==> config.mk <==
export PLATFORM = sky130hd
export DESIGN_NAME = crosspoint_matrix_controller_top_flat
export DESIGN_NICKNAME = d
export VERILOG_FILES = /design/src/design/cpm_pkg.sv /design/src/design/cpm_req_if.sv /design/src/design/cpm_res_if.sv /design/src/design/crosspoint_matrix_controller_top.sv /design/src/design/cpm_mask_mem.sv /design/src/design/cpm_ctrl.sv /design/src/flat_wrapper.sv
export SDC_FILE = /design/constraint.sdc
export NUM_CORES = 1
export LEC_CHECK = 0
export ABC_AREA = 1
export BUFFER_PORTS_ARGS = -buffer_cell sky130_fd_sc_hd__buf_4
export CORE_MARGIN = 5
export CORE_UTILIZATION = 65
export CTS_BUF_LIST = sky130_fd_sc_hd__clkbuf_8
export DETAILED_ROUTE_END_ITERATION = 12
export PLACE_DENSITY_LB_ADDON = 0.05
export REMOVE_ABC_BUFFERS = 1
export SYNTH_ARGS = -nofsm -noshare
export SYNTH_HDL_FRONTEND = slang
export SYNTH_SLANG_ARGS = --single-unit
==> constraint.sdc <==
create_clock -name clk -period 3.4 [get_ports clk]
set_clock_uncertainty 0.1 [all_clocks]
set_input_delay 0.34 -clock clk [delete_from_list [all_inputs] [get_ports clk]]
set_output_delay 0.34 -clock clk [all_outputs]
set_load 0.05 [all_outputs]
==> src/design/cpm_pkg.sv <==
`timescale 1ns / 1ps
// ----------------------------------------------------------------------------
// cpm_pkg
// Shared constants, request codes and types of the crosspoint matrix
// controller.
// ----------------------------------------------------------------------------
package cpm_pkg;

	localparam int NUM_IN  = 32;
	localparam int NUM_OUT = 16;
	localparam int IN_W    = $clog2(NUM_IN);
	localparam int OUT_W   = $clog2(NUM_OUT);
	localparam int HALF_IN = NUM_IN / 2;
	localparam int POS_W   = $clog2(HALF_IN);

	localparam logic [2:0] REQ_CONNECT    = 3'd0;
	localparam logic [2:0] REQ_DISCONNECT = 3'd1;
	localparam logic [2:0] REQ_CLEAR_OUT  = 3'd2;
	localparam logic [2:0] REQ_QUERY      = 3'd3;
	localparam logic [2:0] REQ_CLEAR_ALL  = 3'd4;
	localparam logic [2:0] REQ_UP_START   = 3'd5;
	localparam logic [2:0] REQ_UP_PAIR    = 3'd6;

	localparam logic CHIP_STROBE_BIT = 1'b1;

	typedef struct packed {
		logic              rd_en;
		logic [OUT_W-1:0]  rd_addr;
		logic              wr_en;
		logic [OUT_W-1:0]  wr_addr;
		logic [NUM_IN-1:0] wr_data;
		logic              clr_all;
	} mem_req_t;

endpackage

==> src/design/cpm_req_if.sv <==
`timescale 1ns / 1ps
// ----------------------------------------------------------------------------
// cpm_req_if
// Request channel: valid/ready handshake with the request fields.
// ----------------------------------------------------------------------------
interface cpm_req_if;
	logic       valid;
	logic       ready;
	logic [2:0] req_type;
	logic [7:0] in_sel;
	logic [7:0] out_sel;
	logic       exclusive;
	logic       allow_split;

	modport source (
		output valid, req_type, in_sel, out_sel, exclusive, allow_split,
		input  ready
	);
	modport sink (
		input  valid, req_type, in_sel, out_sel, exclusive, allow_split,
		output ready
	);
endinterface

==> src/design/cpm_res_if.sv <==
`timescale 1ns / 1ps
// ----------------------------------------------------------------------------
// cpm_res_if
// Result channel: valid/ready handshake with the result fields.
// ----------------------------------------------------------------------------
interface cpm_res_if;
	logic        valid;
	logic        ready;
	logic        status;
	logic        connected;
	logic [31:0] cmd_word;
	logic        cmd_valid;
	logic        reset_strobe;
	logic        last;

	modport source (
		output valid, status, connected, cmd_word, cmd_valid, reset_strobe, last,
		input  ready
	);
	modport sink (
		input  valid, status, connected, cmd_word, cmd_valid, reset_strobe, last,
		output ready
	);
endinterface

==> src/design/crosspoint_matrix_controller_top.sv <==
`timescale 1ns / 1ps
// ----------------------------------------------------------------------------
// crosspoint_matrix_controller_top
// Connection table and command word generator for a 32-input by 16-output
// crosspoint matrix built from four 16x8 chips.
// ----------------------------------------------------------------------------
// One request is handled at a time; the request channel is ready again once
// the last item of the previous request sits in the result register. Clear
// output, clear all, upload start and every rejected request go straight to
// the reply. Disconnect and query do one mask memory read, then the reply.
// Connect runs a scan that reads all 16 output masks through the single
// memory read port to enforce the split rule. Upload pair reads both masks,
// then walks the 16 input positions in order, one per cycle unless the result
// side stalls, emitting a command word at each position with new data and
// ending after the last such position.
// ----------------------------------------------------------------------------
module crosspoint_matrix_controller_top (
	input  logic      clk,
	input  logic      arst_n,
	cpm_req_if.sink   req,
	cpm_res_if.source res
);

	cpm_pkg::mem_req_t          mreq;
	logic [cpm_pkg::NUM_IN-1:0] rd_data;

	cpm_mask_mem u_mask_mem (
		.clk     (clk),
		.arst_n  (arst_n),
		.mreq    (mreq),
		.rd_data (rd_data)
	);

	cpm_ctrl u_ctrl (
		.clk     (clk),
		.arst_n  (arst_n),
		.req     (req),
		.res     (res),
		.mreq    (mreq),
		.rd_data (rd_data)
	);

endmodule

==> src/design/cpm_mask_mem.sv <==
`timescale 1ns / 1ps
// ----------------------------------------------------------------------------
// cpm_mask_mem
// Connection mask memory, one entry per output, registered read port and
// per-entry valid bits so that clear all resets every entry in one write.
// ----------------------------------------------------------------------------
module cpm_mask_mem (
	input  logic                      clk,
	input  logic                      arst_n,
	input  cpm_pkg::mem_req_t         mreq,
	output logic [cpm_pkg::NUM_IN-1:0] rd_data
);

	logic [cpm_pkg::NUM_IN-1:0]  ram [cpm_pkg::NUM_OUT];
	logic [cpm_pkg::NUM_OUT-1:0] valid_q;
	logic [cpm_pkg::NUM_IN-1:0]  rd_data_s1;
	logic                        rd_valid_s1;

	always_ff @(posedge clk or negedge arst_n) begin
		if (!arst_n) begin
			valid_q     <= '0;
			rd_valid_s1 <= 1'b0;
		end else begin
			if (mreq.rd_en) begin
				rd_valid_s1 <= valid_q[mreq.rd_addr];
			end
			if (mreq.clr_all) begin
				valid_q <= '0;
			end else if (mreq.wr_en) begin
				valid_q[mreq.wr_addr] <= 1'b1;
			end
		end
	end

	always_ff @(posedge clk) begin
		if (mreq.wr_en) begin
			ram[mreq.wr_addr] <= mreq.wr_data;
		end
		if (mreq.rd_en) begin
			rd_data_s1 <= ram[mreq.rd_addr];
		end
	end

	assign rd_data = rd_valid_s1 ? rd_data_s1 : '0;

endmodule

==> src/design/cpm_ctrl.sv <==
`timescale 1ns / 1ps
// ----------------------------------------------------------------------------
// cpm_ctrl
// Request sequencer: range checks, pin fix, split scan over the mask memory,
// read-modify-write of one mask, upload walk and the result register.
// ----------------------------------------------------------------------------
module cpm_ctrl (
	input  logic                       clk,
	input  logic                       arst_n,
	cpm_req_if.sink                    req,
	cpm_res_if.source                  res,
	output cpm_pkg::mem_req_t          mreq,
	input  logic [cpm_pkg::NUM_IN-1:0] rd_data
);

	localparam int NI = cpm_pkg::NUM_IN;
	localparam int OW = cpm_pkg::OUT_W;
	localparam int IW = cpm_pkg::IN_W;
	localparam int HI = cpm_pkg::HALF_IN;
	localparam int PW = cpm_pkg::POS_W;
	localparam logic [OW-1:0] OUT_LAST = OW'(cpm_pkg::NUM_OUT - 1);

	typedef enum logic [5:0] {
		S_IDLE  = 6'b000001,
		S_SCAN  = 6'b000010,
		S_READ  = 6'b000100,
		S_READB = 6'b001000,
		S_WALK  = 6'b010000,
		S_REPLY = 6'b100000
	} state_t;

	function automatic logic [IW-1:0] pin_fix(input logic [IW-1:0] pin);
		logic [IW-1:0] r;
		r = pin;
		if ((pin >= 5'd6 && pin <= 5'd11) || (pin >= 5'd22 && pin <= 5'd27)) begin
			r = pin + 5'd2;
		end else if ((pin >= 5'd12 && pin <= 5'd13) || (pin >= 5'd28 && pin <= 5'd29)) begin
			r = pin - 5'd6;
		end
		return r;
	endfunction

	state_t         state_q;
	logic [2:0]     req_q;
	logic [IW-1:0]  isel_q;
	logic [OW-1:0]  osel_q;
	logic           excl_q;
	logic           split_q;
	logic [IW-1:0]  m_q;
	logic [OW-1:0]  idx_q;
	logic           conflict_q;
	logic [NI-1:0]  mask_q;
	logic [NI-1:0]  a_q;
	logic [NI-1:0]  b_q;
	logic [HI-1:0]  f_q;
	logic [31:0]    last_cmd_q;
	logic           rep_status_q;
	logic           rep_conn_q;
	logic           rep_strobe_q;

	logic           res_valid_q;
	logic           res_status_q;
	logic           res_conn_q;
	logic [31:0]    res_cmd_q;
	logic           res_cmd_valid_q;
	logic           res_strobe_q;
	logic           res_last_q;

	logic           acc;
	logic           in_ok;
	logic           out_ok;
	logic           pair_ok;
	logic           conn_ok;
	logic           can_emit;
	logic           res_load;
	logic           scan_hit;
	logic           conflict_now;
	logic [NI-1:0]  mask_use;
	logic [NI-1:0]  mbit;
	logic [HI-1:0]  pos_f;
	logic [PW-1:0]  pos;
	logic           fresh;
	logic [HI-1:0]  f_rest;
	logic [7:0]     chip_byte;
	logic [31:0]    walk_cmd;

	assign acc      = req.valid && req.ready;
	assign in_ok    = req.in_sel < 8'(cpm_pkg::NUM_IN);
	assign out_ok   = req.out_sel < 8'(cpm_pkg::NUM_OUT);
	assign pair_ok  = req.out_sel < 8'(cpm_pkg::NUM_OUT / 2);
	assign conn_ok  = in_ok && out_ok;
	assign can_emit = !res_valid_q || res.ready;
	assign res_load = can_emit && ((state_q == S_REPLY) || (state_q == S_WALK && fresh));

	assign scan_hit     = (idx_q != osel_q) && rd_data[m_q] && !split_q;
	assign conflict_now = conflict_q || scan_hit;
	assign mask_use     = (idx_q == osel_q) ? rd_data : mask_q;
	assign mbit         = NI'(1) << m_q;

	assign pos_f     = a_q[HI-1:0] | a_q[NI-1:HI] | rd_data[HI-1:0] | rd_data[NI-1:HI];
	assign pos       = idx_q[PW-1:0];
	assign fresh     = f_q[pos];
	assign f_rest    = f_q & ~(HI'(1) << pos);
	assign chip_byte = {cpm_pkg::CHIP_STROBE_BIT, osel_q[2:0], pos};
	assign walk_cmd  = {
		b_q[{1'b1, pos}] ? chip_byte : last_cmd_q[31:24],
		b_q[{1'b0, pos}] ? chip_byte : last_cmd_q[23:16],
		a_q[{1'b1, pos}] ? chip_byte : last_cmd_q[15:8],
		a_q[{1'b0, pos}] ? chip_byte : last_cmd_q[7:0]
	};

	assign req.ready = (state_q == S_IDLE);

	always_comb begin
		mreq = '0;
		unique case (state_q)
			S_IDLE: begin
				if (acc) begin
					unique case (req.req_type)
						cpm_pkg::REQ_CONNECT: begin
							mreq.rd_en   = conn_ok;
							mreq.rd_addr = '0;
						end
						cpm_pkg::REQ_DISCONNECT, cpm_pkg::REQ_QUERY: begin
							mreq.rd_en   = conn_ok;
							mreq.rd_addr = req.out_sel[OW-1:0];
						end
						cpm_pkg::REQ_CLEAR_OUT: begin
							mreq.wr_en   = out_ok;
							mreq.wr_addr = req.out_sel[OW-1:0];
							mreq.wr_data = '0;
						end
						cpm_pkg::REQ_CLEAR_ALL: begin
							mreq.clr_all = 1'b1;
						end
						cpm_pkg::REQ_UP_PAIR: begin
							mreq.rd_en   = pair_ok;
							mreq.rd_addr = req.out_sel[OW-1:0];
						end
						default: begin
							mreq.rd_en = 1'b0;
						end
					endcase
				end
			end
			S_SCAN: begin
				if (idx_q != OUT_LAST) begin
					mreq.rd_en   = 1'b1;
					mreq.rd_addr = idx_q + OW'(1);
				end else if (!conflict_now) begin
					mreq.wr_en   = 1'b1;
					mreq.wr_addr = osel_q;
					mreq.wr_data = excl_q ? mbit : (mask_use | mbit);
				end
			end
			S_READ: begin
				if (req_q == cpm_pkg::REQ_DISCONNECT) begin
					mreq.wr_en   = rd_data[isel_q];
					mreq.wr_addr = osel_q;
					mreq.wr_data = rd_data & ~(NI'(1) << isel_q);
				end else if (req_q == cpm_pkg::REQ_UP_PAIR) begin
					mreq.rd_en   = 1'b1;
					mreq.rd_addr = {1'b1, osel_q[OW-2:0]};
				end
			end
			default: begin
				mreq = '0;
			end
		endcase
	end

	always_ff @(posedge clk or negedge arst_n) begin
		if (!arst_n) begin
			state_q         <= S_IDLE;
			req_q           <= '0;
			isel_q          <= '0;
			osel_q          <= '0;
			excl_q          <= 1'b0;
			split_q         <= 1'b0;
			m_q             <= '0;
			idx_q           <= '0;
			conflict_q      <= 1'b0;
			mask_q          <= '0;
			a_q             <= '0;
			b_q             <= '0;
			f_q             <= '0;
			last_cmd_q      <= '0;
			rep_status_q    <= 1'b0;
			rep_conn_q      <= 1'b0;
			rep_strobe_q    <= 1'b0;
			res_valid_q     <= 1'b0;
			res_status_q    <= 1'b0;
			res_conn_q      <= 1'b0;
			res_cmd_q       <= '0;
			res_cmd_valid_q <= 1'b0;
			res_strobe_q    <= 1'b0;
			res_last_q      <= 1'b0;
		end else begin
			if (res_load) begin
				res_valid_q <= 1'b1;
			end else if (res.ready) begin
				res_valid_q <= 1'b0;
			end
			unique case (state_q)
				S_IDLE: begin
					if (acc) begin
						req_q      <= req.req_type;
						isel_q     <= req.in_sel[IW-1:0];
						osel_q     <= req.out_sel[OW-1:0];
						excl_q     <= req.exclusive;
						split_q    <= req.allow_split;
						m_q        <= pin_fix(req.in_sel[IW-1:0]);
						idx_q      <= '0;
						conflict_q <= 1'b0;
						rep_conn_q <= 1'b0;
						unique case (req.req_type)
							cpm_pkg::REQ_CONNECT: begin
								rep_status_q <= 1'b1;
								rep_strobe_q <= 1'b0;
								state_q      <= conn_ok ? S_SCAN : S_REPLY;
							end
							cpm_pkg::REQ_DISCONNECT, cpm_pkg::REQ_QUERY: begin
								rep_status_q <= 1'b1;
								rep_strobe_q <= 1'b0;
								state_q      <= conn_ok ? S_READ : S_REPLY;
							end
							cpm_pkg::REQ_CLEAR_OUT: begin
								rep_status_q <= !out_ok;
								rep_strobe_q <= 1'b0;
								state_q      <= S_REPLY;
							end
							cpm_pkg::REQ_CLEAR_ALL: begin
								rep_status_q <= 1'b0;
								rep_strobe_q <= 1'b0;
								state_q      <= S_REPLY;
							end
							cpm_pkg::REQ_UP_START: begin
								rep_status_q <= 1'b0;
								rep_strobe_q <= 1'b1;
								last_cmd_q   <= '0;
								state_q      <= S_REPLY;
							end
							cpm_pkg::REQ_UP_PAIR: begin
								rep_status_q <= 1'b1;
								rep_strobe_q <= 1'b0;
								state_q      <= pair_ok ? S_READ : S_REPLY;
							end
							default: begin
								rep_status_q <= 1'b1;
								rep_strobe_q <= 1'b0;
								state_q      <= S_REPLY;
							end
						endcase
					end
				end
				S_SCAN: begin
					if (scan_hit) begin
						conflict_q <= 1'b1;
					end
					if (idx_q == osel_q) begin
						mask_q <= rd_data;
					end
					if (idx_q == OUT_LAST) begin
						rep_status_q <= conflict_now;
						state_q      <= S_REPLY;
					end else begin
						idx_q <= idx_q + OW'(1);
					end
				end
				S_READ: begin
					unique case (req_q)
						cpm_pkg::REQ_DISCONNECT: begin
							rep_status_q <= !rd_data[isel_q];
							state_q      <= S_REPLY;
						end
						cpm_pkg::REQ_QUERY: begin
							rep_status_q <= 1'b0;
							rep_conn_q   <= rd_data[isel_q];
							state_q      <= S_REPLY;
						end
						default: begin
							a_q     <= rd_data;
							state_q <= S_READB;
						end
					endcase
				end
				S_READB: begin
					if (pos_f == '0) begin
						rep_status_q <= 1'b0;
						state_q      <= S_REPLY;
					end else begin
						b_q     <= rd_data;
						f_q     <= pos_f;
						idx_q   <= '0;
						state_q <= S_WALK;
					end
				end
				S_WALK: begin
					if (!fresh) begin
						idx_q <= idx_q + OW'(1);
					end else if (can_emit) begin
						res_status_q    <= 1'b0;
						res_conn_q      <= 1'b0;
						res_cmd_q       <= walk_cmd;
						res_cmd_valid_q <= 1'b1;
						res_strobe_q    <= 1'b0;
						res_last_q      <= (f_rest == '0);
						last_cmd_q      <= walk_cmd;
						f_q             <= f_rest;
						if (f_rest == '0) begin
							state_q <= S_IDLE;
						end else begin
							idx_q <= idx_q + OW'(1);
						end
					end
				end
				S_REPLY: begin
					if (can_emit) begin
						res_status_q    <= rep_status_q;
						res_conn_q      <= rep_conn_q;
						res_cmd_q       <= '0;
						res_cmd_valid_q <= 1'b0;
						res_strobe_q    <= rep_strobe_q;
						res_last_q      <= 1'b1;
						state_q         <= S_IDLE;
					end
				end
				default: begin
					state_q <= S_IDLE;
				end
			endcase
		end
	end

	assign res.valid        = res_valid_q;
	assign res.status       = res_status_q;
	assign res.connected    = res_conn_q;
	assign res.cmd_word     = res_cmd_q;
	assign res.cmd_valid    = res_cmd_valid_q;
	assign res.reset_strobe = res_strobe_q;
	assign res.last         = res_last_q;

endmodule
==> src/flat_wrapper.sv <==
// flat-port wrapper written by rule: the top's interface ports become plain ports
module crosspoint_matrix_controller_top_flat 
  (clk, arst_n, req_valid, req_req_type, req_in_sel, req_out_sel, req_exclusive, req_allow_split, req_ready, res_valid, res_status, res_connected, res_cmd_word, res_cmd_valid, res_reset_strobe, res_last, res_ready);
  cpm_req_if req_i ();
  cpm_res_if res_i ();
  input  logic clk;
  input  logic arst_n;
  input wire logic [$bits(req_i.valid)-1:0] req_valid;
  input wire logic [$bits(req_i.req_type)-1:0] req_req_type;
  input wire logic [$bits(req_i.in_sel)-1:0] req_in_sel;
  input wire logic [$bits(req_i.out_sel)-1:0] req_out_sel;
  input wire logic [$bits(req_i.exclusive)-1:0] req_exclusive;
  input wire logic [$bits(req_i.allow_split)-1:0] req_allow_split;
  output wire logic [$bits(req_i.ready)-1:0] req_ready;
  output wire logic [$bits(res_i.valid)-1:0] res_valid;
  output wire logic [$bits(res_i.status)-1:0] res_status;
  output wire logic [$bits(res_i.connected)-1:0] res_connected;
  output wire logic [$bits(res_i.cmd_word)-1:0] res_cmd_word;
  output wire logic [$bits(res_i.cmd_valid)-1:0] res_cmd_valid;
  output wire logic [$bits(res_i.reset_strobe)-1:0] res_reset_strobe;
  output wire logic [$bits(res_i.last)-1:0] res_last;
  input wire logic [$bits(res_i.ready)-1:0] res_ready;
  assign req_i.valid = req_valid;
  assign req_i.req_type = req_req_type;
  assign req_i.in_sel = req_in_sel;
  assign req_i.out_sel = req_out_sel;
  assign req_i.exclusive = req_exclusive;
  assign req_i.allow_split = req_allow_split;
  assign req_ready = req_i.ready;
  assign res_valid = res_i.valid;
  assign res_status = res_i.status;
  assign res_connected = res_i.connected;
  assign res_cmd_word = res_i.cmd_word;
  assign res_cmd_valid = res_i.cmd_valid;
  assign res_reset_strobe = res_i.reset_strobe;
  assign res_last = res_i.last;
  assign res_i.ready = res_ready;
  crosspoint_matrix_controller_top u_core (.clk(clk), .arst_n(arst_n), .req(req_i), .res(res_i));
endmodule
Word-level counts from Yosys, hierarchy flattened. Memories as Yosys holds them, arrays and structs flattened. A register that Yosys moved wholly into a read port is not among the register bits. Cells that the tools add are included. W data, S select, Z words.

Memory bits (writable): 512. Memories: 1. Flip-flop bits (word level): 232. Logic and storage cells: 248. Input bits: 25.

Muxes and demuxes: 103. Eq/ne operators: 34. Bitwise logic cells: 11. Reduce and logical (&&, ||, !) cells: 48. Magnitude comparators: 19. Shifts and indexed selects: 3. Add/sub/neg operators: 3.

Memory list: u_core.u_mask_mem.ram (depth 16, bits a word 32, rd ports 1, clocked after memory_dff 1, write ports 1, RTL line cpm_mask_mem.sv:14) `logic [cpm_pkg::NUM_IN-1:0] ram [cpm_pkg::NUM_OUT];`.

Operators with widths (number): $mux W32 (8); $mux W37 (4); $pmux W32 S2 (2); $pmux W42 S3 (1); $mux W16 (5); $mux W6 (11); $or A16 B16 Y16 (4); $shl A1 B5 Y32 const A (2); $mux W43 (1); $pmux W6 S6 (1); $and A32 B32 Y32 (1); $logic_not A16 Y1 (2); $mux W8 (4); $not A32 Y32 (1); $or A32 B32 Y32 (1); $pmux W16 S2 (1); $mux W1 (31); $mux W4 (7); $mux W5 (5); $bmux W1 S4 (6); $pmux W1 S2 (10); $lt A5 B6 Y1 const B (3); $ne A2 B2 Y1 const B (9); $pmux W6 S3 (1); 50 further kinds (100).

Logic depth before layout (Yosys ltp).
Depth after elaboration: 16. Depth in mapped cells: 18.

Modules after synthesis. From an unflattened synthesis, not the netlist that was laid out.

Cell total of the unflattened synthesis: 3334. Area, all modules: 33991.4 um^2.

By module, submodules not included: cpm_mask_mem (cells an instance 1706, instances 1, area each 22077.4 um^2, sequential area each 16761.1 um^2); cpm_ctrl (cells an instance 1628, instances 1, area each 11913.9 um^2, sequential area each 5356.4 um^2).

Worst setup path after synthesis. OpenSTA, ideal clock, no wires.

Path type: flip-flop to flip-flop. From: register u_core.u_mask_mem.rd_valid_s1. To: memory u_core.u_mask_mem.ram[8][0] in the netlist's numbering, enable pin. Stages on the path, launching flop included: 18. Data arrival time: 2.426 ns. Buffers on the path: 2. Clock period less this slack: 2.912 ns. Setup slack: 0.488 ns. Cells stage by stage: dfrtp_1 > buf_6 > buf_8 > nand2_1 > nand2_1 > nand3_1 > nand3_1 > nand3_1 > nand3_1 > nand3_2 > nand3_4 > nand2_2 > nand2_1 > nand2_2 > inv_2 > nor2_2 > nand2_1 > inv_1.

Longest elaborated chain between the ends: 11.

Ends and longest elaborated chain: from (decl) (RTL line cpm_mask_mem.sv:17) `logic rd_valid_s1;`; from (signal assigned) (RTL line cpm_mask_mem.sv:25) `rd_valid_s1 <= valid_q[mreq.rd_addr];`; $mux W32 * (RTL line cpm_mask_mem.sv:44) `assign rd_data = rd_valid_s1 ? rd_data_s1 : '0;`; $bmux W1 S5 (RTL line cpm_ctrl.sv:95) `assign scan_hit = (idx_q != osel_q) && rd_data[m_q] && !split_q;`; $mux W1 (implied by the code) (RTL line cpm_ctrl.sv:95); $logic_and A1 B1 Y1 (2 in series) (RTL line cpm_ctrl.sv:95); $logic_or A1 B1 Y1 (RTL line cpm_ctrl.sv:96) `assign conflict_now = conflict_q || scan_hit;`; $mux W37 (RTL line cpm_ctrl.sv:150) `end else if (!conflict_now) begin`; $mux W37 (RTL line cpm_ctrl.sv:147) `if (idx_q != OUT_LAST) begin`; $pmux W42 S3 * (RTL line cpm_ctrl.sv:116) `unique case (state_q)`; $mux W1 (RTL line cpm_mask_mem.sv:36) `if (mreq.wr_en) begin`; $mux W1 (implied by the code) (RTL line cpm_mask_mem.sv:37) `ram[mreq.wr_addr] <= mreq.wr_data;`; to (decl) (RTL line cpm_mask_mem.sv:14).

Mark *: on every way between the ends. The rest lies on a longest branch, timed or not. The select of a mux whose other input is x is not followed.

Worst setup path in the final report.
From: register u_core.u_mask_mem.rd_valid_s1. To: memory u_core.u_mask_mem.ram[12][11] in the netlist's numbering, enable pin.

The elaborated chain is that of the path after synthesis.

==> results.md <==
- Critical Path AT: about 3600 ps
- Clock transition at path regs: ~70 ps
- DP HPWL: approximately 65000 µm
- RD Place Congestion: approximately 0.94
- Mean Syn Cell Area: between 10 and 15 µm²
- First-pass GRT wire length: ~150000 µm
- Clock share of power: 0.347
- Initial antenna violation count: 3
- Tmin final: 3250 ps
- Netlist cell types: 52
- Asr flop ratio synth: 0.298
- TritonCTS clock tree: built
- Netlist Area Pre-Place: around 34000 µm²
- Sequential fraction of the synthesis area: 0.644
- Area delta synth->final: 13.0%
- Internal power: around 15 mW
- Most frequent cell on the critical path: nand3_1
- Pwr Total: between 20 and 25 mW
- Net count, final: ~3300
- # Max-Cap Violations: 0
- Drt pass-1 iters: 6
- # rows: 84
- Switch Pwr: 6.68 mW
- Worst-Skew Late Latency: between 700 and 800 ps
- Ports: 64
- # clock sinks: between 700 and 800
- Layout cells sized above 1: 0.143
- Sw frac: 0.304
- I/O Buffers: between 60 and 70
- Routed vias: about 26000
- Status: complete, no violations
- Crit start category: register
- Initial DRC Count: 3138
- Crit Path Class: reg -> reg
- Worst Setup End Kind: register
- Via density: about 6.4
- Avg WL per Cell: approximately 25 µm
- Die ar.: roughly 58000 µm²
- Initial Util: 0.655
- Die Span Y: roughly 240 µm
- DRT Wirelength: ~100000 µm
- Combinational power share: 0.175
- Hold Buf Count CTS: 20
- Req. time, crit path: approximately 3700 ps
- Post-route cell area: around 39000 µm²
- Power density over cell area: approximately 570 nW/µm²
- CTS Root Cell: clkbuf_8
- Slowest CP cell: dfrtp_1
- Ys Warns: 0
- Global Route Usage Sum: 0.349
- Placed Instances: between 3000 and 4000
- P_leak: between 10 and 15 nW
- Post-CTS setup buffer count: 0
- Synth area leaders: edfxtp_1 (48%), dfrtp_1 (17%), o21ai_0 (6.3%)
- GRT overflow: 0
- Top fanout value on the critical path: 31
- Max IR drop VDD: 0.506 mV
- Seq cells post-synth: approximately 780
- Dpl ws: about 250 ps
- Final setup violation count: 0
- Cells resized by post-CTS repair: 0
- Vias in the first global route: roughly 25000
- TritonCTS Buffers: 120
- Worst-margin pin slew: between 1000 and 1500 ps
- Final period utilization: 0.955
- DRC: 0
- EDFF count, synth: around 540
- Worst Hold Class: in -> reg
- ANT nets after route: 0
- Layout Cells excl Fill: around 4100
- Relative slew slack: 0.268
- Register share of total power: 0.478
- RSZ-0062 raised after global routing: false
- Yosys top cell by area: edfxtp_1
- CP cell instances: buf_12 -> nand2_1 -> nand2_1 -> nand3_1 -> nand3_1 -> nand3_1 -> nand3_1 -> nand3_2 -> nand3_4 -> nand2_2 -> nand2_1 -> nand3_1 -> nor2_2 -> nand2_1 -> inv_2 -> buf_12
- H-tree Lvls: 3
- Longest Clk Path Bufs: 3
- Final Hold Vio Count: 0
- Die W: around 240 µm
- Main synth FF type: edfxtp_1
- Setup slack after layout: approximately 150 ps
- Post-synthesis instance total: roughly 3200
- Fmax: between 300 and 400 MHz
- Slew Limit Fails: 0
- R2r setup slk: approximately 150 ps
- Slowest stage delay, CP: about 420 ps
- Largest net degree at the start of global routing: between 80 and 90
- CORE AREA: 52400 µm²
- Placed inst area: 36300 µm²
- Synth top area share: 0.475
## metrics by stage
stage	hold slack (ps)	TNS (ps)	utilization
2_1_floorplan	-55.6	-923990	-
3_3_place_gp	309	0	0.692
3_5_place_dp	310	0	0.692
4_1_cts	86.4	0	0.740
5_1_grt	123	0	0.741
6_report	104	0	0.741
## worst max-delay path, delay by kind of cell (launching register included)
kind                   cells  cell delay, ps
flip-flops                 1             420
buffers and inverters      3             640
AND/OR/NAND/NOR           13            1640
## worst paths after layout
path	end	from	depth (start not counted)
setup / recovery	u_core.u_mask_mem.ram[12][11]	u_core.u_mask_mem.rd_valid_s1	16
hold / removal	u_core.u_ctrl.res.valid	res_ready	4
setup reg to reg	u_core.u_mask_mem.ram[12][11]	u_core.u_mask_mem.rd_valid_s1	16
hold reg to reg	u_core.u_ctrl.b_q[9]	u_core.u_ctrl.b_q[9]	2
max in group asynchronous	u_core.u_ctrl.state_q[0]	arst_n	3
min in group asynchronous	u_core.u_ctrl.mask_q[3]	arst_n	2
## kinds of logic (layout without fill, tap and decap cells)
kind of cell,count (synthesis),after routing,synth area share
other cells,0,2,0
flops,775,775,0.644
mux,9,9,0.00262
compound gates,825,825,0.145
simple gates,1120,1120,0.151
buf+inv,422,672,0.0541
xor+xnor,3,3,0.000765
fa+ha+maj,9,9,0.00328
## metal layers
layer	part of all wire	vias up	track usage	wire (µm)
met5	0	-	0	0
met4	0.027	0	0.102	2780
met3	0.12	171	0.0925	12100
met2	0.46	1581	0.534	46100
met1	0.40	12900	0.504	40300
li1	-	11700	-	-
## power by group through the flow
stage | clock [mW] | sequential [mW] | combinational, mW
final | 7.63 | 10.5 | 3.85
after global placement | 0 | 10.7 | 3.68
after CTS | 7.68 | 10.5 | 3.76
after detailed placement | 0 | 10.7 | 3.72
after floorplan | 0 | 10.8 | 2.03
after global routing | 8.15 | 10.5 | 4.20
## synth_stat cells (8+ instances only)
cell	instances
a21oi_1	37
ha_1	9
nand3_1	251
o21ai_1	17
o22ai_1	29
dfrtp_1	230
o21ai_0	432
mux2i_1	9
nand2_1	408
nor3_1	13
o211ai_1	285
buf_2	93
nor2_1	210
nor2_2	9
edfxtp_1	544
or2_2	18
buf_4	8
inv_1	182
nand4_1	43
buf_6	15
or2_0	28
inv_2	15
nor4_1	21
or2_1	82
clkbuf_1	97
nand2_2	27
## state kept, by name, summed over array words and instances (netlist names), 16 cells and up
name / cells
u_core.u_ctrl.mask_q: 32
u_core.u_ctrl.a_q: 32
u_core.u_ctrl.f_q: 16
u_core.u_ctrl.last_cmd_q: 32
u_core.u_mask_mem.valid_q: 16
u_core.u_mask_mem.ram: 512
u_core.u_ctrl.res.cmd_word: 32
u_core.u_ctrl.b_q: 32
u_core.u_mask_mem.rd_data_s1: 32
## cell type report
cell class	instances	area, µm²
antenna	2	5.00
timing repair buffer	241	2280
clock inverter	90	477
inverter	204	772
tap	688	861
sequential	775	22100
clock buffer	137	1890
fill	3589	13600
multi-input combinational	1966	10400
## cells in the final DEF (no fill, tap or decap), types with 18 or more instances in the layout
cell,instances
a21oi_1,37
buf_12,33
buf_4,187
clkbuf_8,137
clkinv_1,37
dfrtp_1,230
dlygate4sd3_1,20
edfxtp_1,544
inv_1,203
inv_2,31
nand2_1,406
nand2_2,29
nand3_1,251
nand4_1,43
nor2_1,210
nor4_1,21
o211ai_1,285
o21ai_0,432
o22ai_1,29
or2_0,28
or2_1,82
or2_2,18
No activity file was read; power rests on OpenSTA's default activity.
